$ cat config.mk
export PLATFORM = sky130hd
export DESIGN_NAME = brpc_cell
export DESIGN_NICKNAME = d
export VERILOG_FILES = /design/src/rtl/core/brpc_pkg.sv /design/src/rtl/core/brpc_cell.sv
export SDC_FILE = /design/constraint.sdc
export NUM_CORES = 1
export LEC_CHECK = 0
export ABC_CLOCK_PERIOD_IN_PS = 4900
export BUFFER_PORTS_ARGS = -buffer_cell sky130_fd_sc_hd__buf_2
export CAP_MARGIN = 20
export CORE_UTILIZATION = 45
export CTS_CLUSTER_DIAMETER = 80
export DETAILED_ROUTE_END_ITERATION = 12
export PLACE_DENSITY = 0.9
export SETUP_SLACK_MARGIN = 0.2
export SYNTH_ARGS = -nofsm -noshare
export SYNTH_HDL_FRONTEND = slang
export SYNTH_SLANG_ARGS = --single-unit
$ cat constraint.sdc
create_clock -name clk_i -period 4.9 [get_ports clk_i]
set_clock_uncertainty 0.05 [all_clocks]
set_input_delay 0.49 -clock clk_i [delete_from_list [all_inputs] [get_ports clk_i]]
set_output_delay 0.49 -clock clk_i [all_outputs]
set_load 0.01 [all_outputs]
$ cat src/rtl/core/brpc_pkg.sv
// Shared types and constants for the binary relation property checker.
// Used by every module of the block; depends on nothing else.
`default_nettype none

package brpc_pkg;

  localparam int unsigned MaxElements = 16;
  localparam int unsigned KeyBits     = 32;

  typedef enum logic [1:0] {
    CmdClear   = 2'd0,
    CmdAdd     = 2'd1,
    CmdConnect = 2'd2,
    CmdUnused  = 2'd3
  } cmd_e;

  typedef enum logic [1:0] {
    StatOk      = 2'd0,
    StatMissing = 2'd1,
    StatFull    = 2'd2,
    StatLocked  = 2'd3
  } status_e;

  typedef enum logic [1:0] {
    StIdle,
    StExec,
    StSweep,
    StPush
  } state_e;

  typedef struct packed {
    logic [1:0]         cmd;
    logic [KeyBits-1:0] key_a;
    logic [KeyBits-1:0] key_b;
  } in_beat_t;

  typedef struct packed {
    logic [1:0] status;
    logic       is_reflexive;
    logic       is_symmetric;
    logic       is_antisymmetric;
    logic       is_transitive;
    logic       is_equivalence;
    logic       is_partial_order;
    logic [4:0] domain_count;
  } out_beat_t;

  typedef struct packed {
    logic clr;
    logic ins;
    logic conn;
  } cell_ctl_t;

endpackage

`default_nettype wire

$ cat src/rtl/core/brpc_cell.sv
// One domain slot: a sorted key and its relation row.
// Depends on brpc_pkg.
`default_nettype none

module brpc_cell #(
  parameter int unsigned MaxElements = brpc_pkg::MaxElements
) (
  input  wire logic                            clk_i,
  input  wire logic                            rst_ni,
  input  wire brpc_pkg::cell_ctl_t             ctl_i,
  input  wire logic                            live_i,
  input  wire logic                            at_end_i,
  input  wire logic [brpc_pkg::KeyBits-1:0]    key_a_i,
  input  wire logic [brpc_pkg::KeyBits-1:0]    key_b_i,
  input  wire logic [brpc_pkg::KeyBits-1:0]    prev_key_i,
  input  wire logic                            prev_gt_i,
  input  wire logic [MaxElements-1:0]          conn_mask_i,
  input  wire logic [$clog2(MaxElements)-1:0]  idx_i,
  input  wire logic                            row_sel_i,
  output logic [brpc_pkg::KeyBits-1:0]         key_o,
  output logic                                 gt_o,
  output logic                                 match_a_o,
  output logic                                 match_b_o,
  output logic                                 col_o,
  output logic [MaxElements-1:0]               row_o,
  output logic [MaxElements-1:0]               reach_o
);
  import brpc_pkg::*;

  logic [KeyBits-1:0]     key_q, key_d;
  logic [MaxElements-1:0] row_q, row_d;

  assign gt_o      = live_i && (key_q > key_a_i);
  assign match_a_o = live_i && (key_q == key_a_i);
  assign match_b_o = live_i && (key_q == key_b_i);
  assign col_o     = row_q[idx_i];
  assign row_o     = row_q;
  assign reach_o   = row_sel_i ? row_q : '0;
  assign key_o     = key_q;

  always_comb begin
    key_d = key_q;
    if (ctl_i.ins && (gt_o || at_end_i)) begin
      key_d = prev_gt_i ? prev_key_i : key_a_i;
    end
  end

  always_comb begin
    row_d = row_q;
    if (ctl_i.clr) begin
      row_d = '0;
    end else if (ctl_i.conn && match_a_o) begin
      row_d = row_q | conn_mask_i;
    end
  end

  always_ff @(posedge clk_i) begin
    key_q <= key_d;
  end

  always_ff @(posedge clk_i or negedge rst_ni) begin
    if (!rst_ni) begin
      row_q <= '0;
    end else begin
      row_q <= row_d;
    end
  end

endmodule

`default_nettype wire

==> results of run 1 <==
routing by layer:
metal	wire length, µm	vias up	global-route usage (%)	share of wire [%]
met3	504	10	3.26	5.1
met1	4200	1533	31.5	42
met4	120	0	5.57	1.2
met2	5100	129	47.3	51
met5	0	-	0	0
li1	-	1569	-	-
through the flow:
| step | hold WS (ns) | setup WS [ns] | area, µm² | utilization (%) | std cells |
|---|---|---|---|---|---|
| after floorplan | 0.144 | 1.23 | 3360 | - | 338 |
| final | 0.0186 | 1.77 | 4520 | 62.3 | 627 |
| after CTS | 0.0283 | 1.75 | 4490 | 61.9 | 625 |
| after global routing | 0.0414 | 1.62 | 4510 | 62.2 | 626 |
| after detailed placement | 0.367 | 1.58 | 4380 | 60.4 | 617 |
| after global placement | 0.359 | 1.71 | 4380 | 60.4 | 617 |
critical path: cells and delay by family (launching register included):
family	cells	cell delay [ns]
and+or+nand+nor	2	0.29
AOI/OAI and AO/OA	3	0.99
buffers and inverters	1	0.21
adders and majority gates	1	0.35
DFF	1	0.46
power by group through the flow:
stage	logic (mW)	registers (mW)	clock network (mW)
after CTS	0.233	0.478	0.286
after detailed placement	0.232	0.487	0
final	0.236	0.478	0.282
after global routing	0.263	0.480	0.298
after floorplan	0.113	0.492	0
after global placement	0.222	0.486	0
kinds of logic after synthesis:
kind of cell | count (synthesis)
and+or+nand+nor | 100
AOI/OAI and AO/OA | 75
adders and majority gates | 32
buffers and inverters | 45
DFF | 48
xor gates and xnor gates | 32
muxes | 6
synth_stat cells (all sizes together):
cell     number
a2111oi       1
a211oi        1
a21boi        2
a21o          2
a21oi        29
a221o         2
a31oi         1
and2         16
and3          1
and4          1
buf           3
clkbuf        9
dfrtp        16
edfxtp       32
ha           32
inv          33
mux2          1
mux4          5
nand2        36
nand3         4
nand4        16
nor2         18
nor2b         1
nor3          1
nor4          6
o211ai        1
o21ai        35
o31ai         1
xnor2        28
xor2          4
layout make-up:
class	instances	share of cell area, %
Sequential cell	48	30.1
Clock buffer	6	2.08
Multi-Input combinational cell	245	40.2
Timing Repair Buffer	193	21.7
Clock inverter	2	0.333
Tap cell	99	2.74
Inverter	33	2.74
Antenna cell	1	0.0554
flip-flops by register name, indices dropped and copies added (netlist names):
signal / count
key_o: 32
row_o: 16
how the worst max path moves through the flow:
stage	start	to	slack [ns]	depth (start not counted)
3_5_place_dp	key_a_i[27]	key_o[18]	1.58	7
2_1_floorplan	key_a_i[14]	key_o[0]	1.23	6
4_1_cts	key_o[26]	key_o[30]	1.75	5
3_3_place_gp	key_a_i[25]	key_o[19]	1.71	7
6_report	key_o[14]	gt_o	1.77	7
5_1_grt	key_o[25]	gt_o	1.62	7
cell usage in the layout, fill, tap and decap left out, drive strengths merged:
cell     netlist  layout
buf            3     193
nand2         36      36
o21ai         35      35
inv           33      35
ha            32      32
edfxtp        32      32
a21oi         29      29
xnor2         28      28
nor2          18      18
and2          16      16
dfrtp         16      16
nand4         16      16
clkbuf         9       6
nor4           6       6
mux4           5       5
xor2           4       4
nand3          4       4
a21o           2       2
a221o          2       2
a21boi         2       2
diode          0       1
mux2           1       1
and3           1       1
nor3           1       1
a211oi         1       1
nor2b          1       1
o211ai         1       1
a2111oi        1       1
o31ai          1       1
a31oi          1       1
and4           1       1
==> flow_summary.toml, run 1 <==
[outcome]
status = "completed"

[power]
p_total_mw = 0.995
swShare_pct = 29.6
comb_power_share_pct = 23.7
switchingPower_mw = 0.294
leakagePower_nw = 2.27
seqPwrFrac_pct = 48.0
pwr-share-clk_pct = 28.3
p_int_mw = 0.701
power.density_nw_per_um2 = 220
peakVddDrop_mv = 0.146

[cts]
cts_setup_buffers = 0
insertion_delay_ns = 0.30
cts_resized = 0
cts.htree.levels = 2
cts.sink_count = 48
clockBufferDepth = 2
cts_tree = "done"
numCtsBuffers = 5
ctsHoldBuffers = 0
cts-root-buf = "clkbuf_8"
clk_pin_slew_ns = 0.11

[die]
start_util_pct = 46.3
die_w_um = 88.4
die_h_um = 88.4
die_area_um2 = 7820
core_um2 = 7250
num_rows = 31
ios = 193

[placement]
dp_hpwl_mm = 8.23
portBuffers = 192
place.gp.congestion = 0.837

[worst_setup_path]
worstPathArrival_ns = 2.59
r2r_cells = 6
crit_path_end_kind = "primary output"
r2r_end = "key_o[8]"
start_kind = "flip-flop"
regToRegSetupSlack_ns = 2.23
cpPeakStageDelay_ns = 0.46
worst-path-max-fanout = 4
required_ns = 4.36
r2r_start = "key_o[26]"
cp_slowest_cell = "edfxtp_1"
worstPathCellList = "ha_1, nand4_1, nor2_1, a221o_1, o31ai_1, a21boi_0, buf_2"
worstSetupPathType = "flip-flop to primary output"

[cells_and_area]
multi_input_area_um2 = 1810
ff_latch_area_um2 = 1360
nNetsFinal = 683
drive_gt1_share_pct = 44.0
area_growth_pct = 34.4
n_fill_cell = 634

[routing]
drtPass1Iterations = 4
drt_iter0_markers = 98
viasPerCell = 5.17
num_vias = 3241
ant_nets = 0
wl_mm = 9.92
drc = 0
avgRoutedWirePerCell_um = 15.8

[timing]
maxSlewViolCount = 0
grt_setup_unrepaired = "no"
timing.final.crit_period_ns = 3.13
worstMarginPinSlew_ns = 0.952
setup_viol_count_final = 0
slew_headroom_pct = 36.5
timing.fmax_ghz = 0.320
hold_viol_final = 0
period_share_pct = 63.9
setup_tns_ns = 0

[global_routing]
grt_use_total_pct = 25.5
grt_pass1_wl_mm = 15.1
antenna_found_initial = 1
grt_pass1_vias = 3129
grt_max_degree = 64
grt_remaining_overflow = 0

[logic_synthesis]
synth_top_family_by_area = "simple AND/OR/NAND/NOR gates"
yosys.area.top_type = "edfxtp_1"
synthCells = 338
synth.avg_cell_area_um2 = 9.94
ys_ff_latch = 48
ys_seq_area_share_pct = 40.5
synth_area_leaders = "edfxtp_1 29%, dfrtp_1 12%, ha_1 12%"
synth_top_area_share_pct = 28.6
synth_area_um2 = 3360
synthSimpleGateAreaFrac_pct = 16.3
synth.mux.area_fraction_pct = 3.69
synth.distinct_cells = 38
synth_adder_area_share_pct = 11.9
synthXorXnorAreaFrac_pct = 8.34
synthesis.nets = 495
synth_compound_area_share_pct = 13.3
yosys_warnings = 0

[run]
cap_viol_max_count = 0

[min_path]
hold_path_class = "input pin to async pin"
No activity file was read; power rests on OpenSTA's default activity.
==> inputs of run 2 (changes only) <==
--- a/config.mk
+++ b/config.mk
@@ -5,7 +5,7 @@
 export SDC_FILE = /design/constraint.sdc
 export NUM_CORES = 1
 export LEC_CHECK = 0
-export ABC_CLOCK_PERIOD_IN_PS = 4900
+export ABC_CLOCK_PERIOD_IN_PS = 2900
 export BUFFER_PORTS_ARGS = -buffer_cell sky130_fd_sc_hd__buf_2
 export CAP_MARGIN = 20
 export CORE_UTILIZATION = 45
==> constraint.sdc (replaced) <==
create_clock -name clk_i -period 2.9 [get_ports clk_i]
set_clock_uncertainty 0.05 [all_clocks]
set_input_delay 0.29 -clock clk_i [delete_from_list [all_inputs] [get_ports clk_i]]
set_output_delay 0.29 -clock clk_i [all_outputs]
set_load 0.01 [all_outputs]
==> flow_summary.toml, run 2 (synthesized netlist as in run 1, its figures left out) <==
[outcome]
status = "completed"

[worst_setup_path]
required_ns = 2.56
crit_path_end_kind = "primary output"
worst-path-max-fanout = 3
r2r_end = "key_o[7]"
r2r_start = "key_o[13]"
worstPathArrival_ns = 2.32
worstPathCellList = "ha_1, nand4_1, buf_4, nor2_1, a221o_1, o31ai_4, a21boi_1, buf_2"
regToRegSetupSlack_ns = 0.37
cpPeakStageDelay_ns = 0.41
start_kind = "flip-flop"
r2r_cells = 9
worstSetupPathType = "flip-flop to primary output"
cp_slowest_cell = "edfxtp_1"

[die]
die_w_um = 88.4
num_rows = 31
ios = 193
die_area_um2 = 7820
core_um2 = 7250
start_util_pct = 46.3
die_h_um = 88.4

[cells_and_area]
final_common_cell = "buf_2"
nNetsFinal = 723
area_growth_pct = 46.9
finalNonFillerCells = 666
utilization_pct = 68.1
drive_gt1_share_pct = 49.9
n_antenna_cell = 0
largest_reg_flops = 32
layout_common_cells = "192 x buf_2, 37 x buf_4, 36 x nand2_1, 34 x o21ai_0, 33 x inv_1"
n_fill_cell = 579

[routing]
num_vias = 3464
drc = 0
viasPerCell = 5.20
wl_mm = 10.6
drt_iter0_markers = 137
avgRoutedWirePerCell_um = 15.9
ant_nets = 0
drtPass1Iterations = 4

[min_path]
min_to = "row_o[8]"
hold_path_class = "input pin to flip-flop"
hold_path.startpoint = "conn_mask_i[8]"
min_path_cells = 3

[placement]
dpl.cell_count = 642
dp_hpwl_mm = 8.20
place.gp.congestion = 0.839
portBuffers = 192

[timing]
period_share_pct = 91.6
timing.fmax_ghz = 0.376
maxSlewViolCount = 0
setup_viol_count_final = 0
slew_headroom_pct = 46.7
timing.final.crit_period_ns = 2.66
worstMarginPinSlew_ns = 0.800
hold_viol_final = 0
hold_slack_ns = 0.156
grt_setup_unrepaired = "yes"

[global_routing]
grt_pass1_vias = 3192
grt_max_degree = 53
antenna_found_initial = 0
grt_remaining_overflow = 0
grt_use_total_pct = 25.7
grt_pass1_wl_mm = 15.2

[cts]
clk_pin_slew_ns = 0.10
cts.sink_count = 48
numCtsBuffers = 5
cts.htree.levels = 2
clockBufferDepth = 2
insertion_delay_ns = 0.30
cts-root-buf = "clkbuf_8"
cts_tree = "done"

[power]
power.density_nw_per_um2 = 345
peakVddDrop_mv = 0.219
p_total_mw = 1.70
leakagePower_nw = 2.48

[run]
cap_viol_max_count = 0
[run 2: changes by cell type in the layout (fill, tap and decap cells not counted), moves of 2 or more]
cell      before  now
a21boi_0       2    0
a21boi_1       0    2
buf_4          0   37
ha_1          32   28
ha_4           0    4
nor4_1         4    2
xnor2_1       28   26
xnor2_2        0    2
[run 2: metrics by stage]
stage | instance area [µm²] | TNS, ns | worst slack (ns)
2_1_floorplan | 3380 | 0 | 0.289
3_3_place_gp | 4570 | -0.632 | -0.0210
3_5_place_dp | 4570 | -1.43 | -0.0465
4_1_cts | 4780 | 0 | 0.197
5_1_grt | 4940 | 0 | 0.166
6_report | 4940 | 0 | 0.242
[run 2: cell type report]
class	count	area [µm²]	area share [%]
tap	99	124	2.51
clock inverter	3	21.3	0.431
inverter	33	124	2.51
timing repair buffer	232	1290	26.1
multi-input combinational	246	1950	39.5
sequential	48	1360	27.6
clock buffer	5	68.8	1.39
[run 2: worst max path at each step]
| stage | start | to | slack [ns] | cells after the start |
|---|---|---|---|---|
| finish | key_o[15] | gt_o | 0.24 | 8 |
| global route | key_o[15] | gt_o | 0.17 | 8 |
| CTS | key_o[14] | key_o[21] | 0.20 | 7 |
| detailed placement | key_o[1] | key_o[19] | -0.05 | 6 |
| global placement | key_a_i[1] | key_o[16] | -0.02 | 8 |
| floorplan | key_o[14] | key_o[0] | 0.29 | 5 |
[run 2: worst max-delay path: cells and delay by family, from the launching register on]
kind | cells | cell delay (ns)
compound gates | 3 | 0.74
simple gates | 2 | 0.23
flops | 1 | 0.41
fa+ha+maj | 1 | 0.32
buf+inv | 2 | 0.32
[run 2: repair_timing]
item,in CTS,in global routing
gates cloned,1,0
resized for setup,7,12
setup endpoints to repair,33,34
hold buffers,1,0
pin swaps,3,3
setup buffers,7,7
hold endpoints to repair,16,0
[run 2: layer usage]
layer | vias to the layer above | track usage (%) | share of wire, %
met1 | 1605 | 32.6 | 41
met2 | 177 | 45.0 | 50
met3 | 29 | 3.45 | 6.5
met5 | - | 0 | 0
li1 | 1653 | - | -
met4 | 0 | 9.24 | 2.9
[run 2: power breakdown]
group,internal [mW],total [mW],leakage (nW),switching (mW)
sequential,0.774,0.799,0.527,0.0251
clock,0.173,0.411,0.0490,0.238
combinational,0.241,0.492,1.90,0.251
==> inputs of run 3 (changes only) <==
--- a/config.mk
+++ b/config.mk
@@ -11,6 +11,7 @@
 export CORE_UTILIZATION = 45
 export CTS_CLUSTER_DIAMETER = 80
 export DETAILED_ROUTE_END_ITERATION = 12
+export GPL_TIMING_DRIVEN = 0
 export PLACE_DENSITY = 0.9
 export SETUP_SLACK_MARGIN = 0.2
 export SYNTH_ARGS = -nofsm -noshare
==> flow_summary.toml, run 3 (synthesized netlist as in run 1, its figures left out) <==
[routing]
drt_iter0_markers = 142
drtPass1Iterations = 4
ant_nets = 0
avgRoutedWirePerCell_um = 16.3
wl_mm = 10.7
num_vias = 3427
drc = 0
viasPerCell = 5.21

[cts]
cts.htree.levels = 2
cts-root-buf = "clkbuf_8"
clockBufferDepth = 2
clk_pin_slew_ns = 0.09
numCtsBuffers = 5
insertion_delay_ns = 0.30
cts.sink_count = 48
cts_tree = "done"

[worst_setup_path]
cp_num_buf_inv = 2
cpPeakStageDelay_ns = 0.47
required_ns = 2.56
cp_top_family = "compound AO/OA/AOI/OAI gates"
crit_path_end_kind = "primary output"
cp_slowest_cell = "edfxtp_1"
startpoint = "key_o[15]"
worst-path-max-fanout = 3
r2r_start = "key_o[15]"
worstPathArrival_ns = 2.30
worstPathCellList = "ha_1, nand4_1, buf_4, a2111oi_4, o31ai_4, a21boi_1, buf_2"
worstSetupPathType = "flip-flop to primary output"
start_kind = "flip-flop"

[cells_and_area]
layout_common_cells = "190 x buf_2, 36 x nand2_1, 34 x o21ai_0, 33 x inv_1"
drive_gt1_share_pct = 46.9
n_fill_cell = 627
largest_reg_flops = 32
final_cell_area_um2 = 4840
utilization_pct = 66.7
area_growth_pct = 44.0
n_antenna_cell = 0
finalNonFillerCells = 658
nNetsFinal = 715
final_common_cell = "buf_2"

[outcome]
status = "completed"

[die]
die_h_um = 88.4
ios = 193
start_util_pct = 46.3
num_rows = 31
die_area_um2 = 7820
core_um2 = 7250
die_w_um = 88.4

[placement]
dpl_cell_area_um2 = 4450
place.gp.congestion = 0.822
portBuffers = 190
dpl.cell_count = 627
dp_hpwl_mm = 8.44

[run]
cap_viol_max_count = 0

[global_routing]
antenna_found_initial = 0
grt_pass1_vias = 3324
grt_use_total_pct = 26.7
grt_pass1_wl_mm = 15.6
grt_remaining_overflow = 0
grt_max_degree = 17

[power]
peakVddDrop_mv = 0.202
power.density_nw_per_um2 = 355
p_total_mw = 1.72
leakagePower_nw = 2.42

[timing]
worstMarginPinSlew_ns = 0.558
timing.final.crit_period_ns = 2.64
period_share_pct = 90.9
maxSlewViolCount = 0
grt_setup_unrepaired = "no"
setup_viol_count_final = 0
hold_viol_final = 0
slew_headroom_pct = 62.8
timing.fmax_ghz = 0.379

[min_path]
hold_path_class = "input pin to flip-flop"
hold_path.startpoint = "conn_mask_i[8]"
[run 3: cell count changes in the layout (fill, tap and decap cells not counted), sizes merged]
cell and delta:
clkbuf +10, buf -17, inv -1
[run 3: per-layer routing]
layer | vias to the layer above | track usage (%) | wire length (µm)
li1 | 1635 | - | -
met1 | 1611 | 32.7 | 4400
met2 | 158 | 47.1 | 5470
met3 | 23 | 2.89 | 540
met4 | 0 | 12.8 | 323
met5 | - | 0 | 0
[run 3: path summary, 6_finish.rpt]
| check | cells past startpoint | end | slack, ns |
|---|---|---|---|
| hold reg to reg | 2 | row_o[11] | 0.49 |
| hold / removal | 3 | row_o[8] | 0.17 |
| max in group asynchronous | 2 | row_o[8] | 2.16 |
| min in group asynchronous | 2 | row_o[3] | 0.37 |
| setup reg to reg | 8 | key_o[2] | 0.40 |
| setup / recovery | 7 | gt_o | 0.26 |
[run 3: layout make-up]
| type | instances | area (µm²) | area share [%] |
|---|---|---|---|
| Multi-Input combinational cell | 246 | 1920 | 39.6 |
| Timing Repair Buffer | 212 | 1130 | 23.4 |
| Sequential cell | 48 | 1360 | 28.1 |
| Clock inverter | 2 | 11.3 | 0.233 |
| Inverter | 33 | 124 | 2.56 |
| Buffer | 12 | 76.3 | 1.58 |
| Clock buffer | 6 | 93.8 | 1.94 |
| Tap cell | 99 | 124 | 2.56 |
[run 3: repair_timing]
item / CTS / global route
cloned: 1 / 0
setup buffers: 11 / 10
endpoints found under the hold margin: 16 / 0
gates resized for setup: 11 / 6
hold buffers: 1 / 0
pin swaps: 7 / 7
endpoints found under the setup margin: 33 / 34
[run 3: tightest hold or removal path, delay by kind of cell]
kind | cells | cell delay, ns
AO/OA/AOI/OAI | 1 | 0.04
buffers and inverters | 1 | 0.08
AND/OR/NAND/NOR | 1 | 0.06
[run 3: where the power goes]
part	switching, mW	internal, mW
logic	0.241	0.210
registers	0.0306	0.775
clock network	0.240	0.222
[run 3: through the flow]
step           setup TNS [ns]  worst slack [ns]  hold WS [ns]
2_1_floorplan               0             0.289       -0.0556
3_3_place_gp           -10.08            -0.316         0.158
3_5_place_dp           -11.52            -0.362         0.169
4_1_cts                     0             0.192         0.163
5_1_grt                     0             0.185         0.172
6_report                    0             0.264         0.169
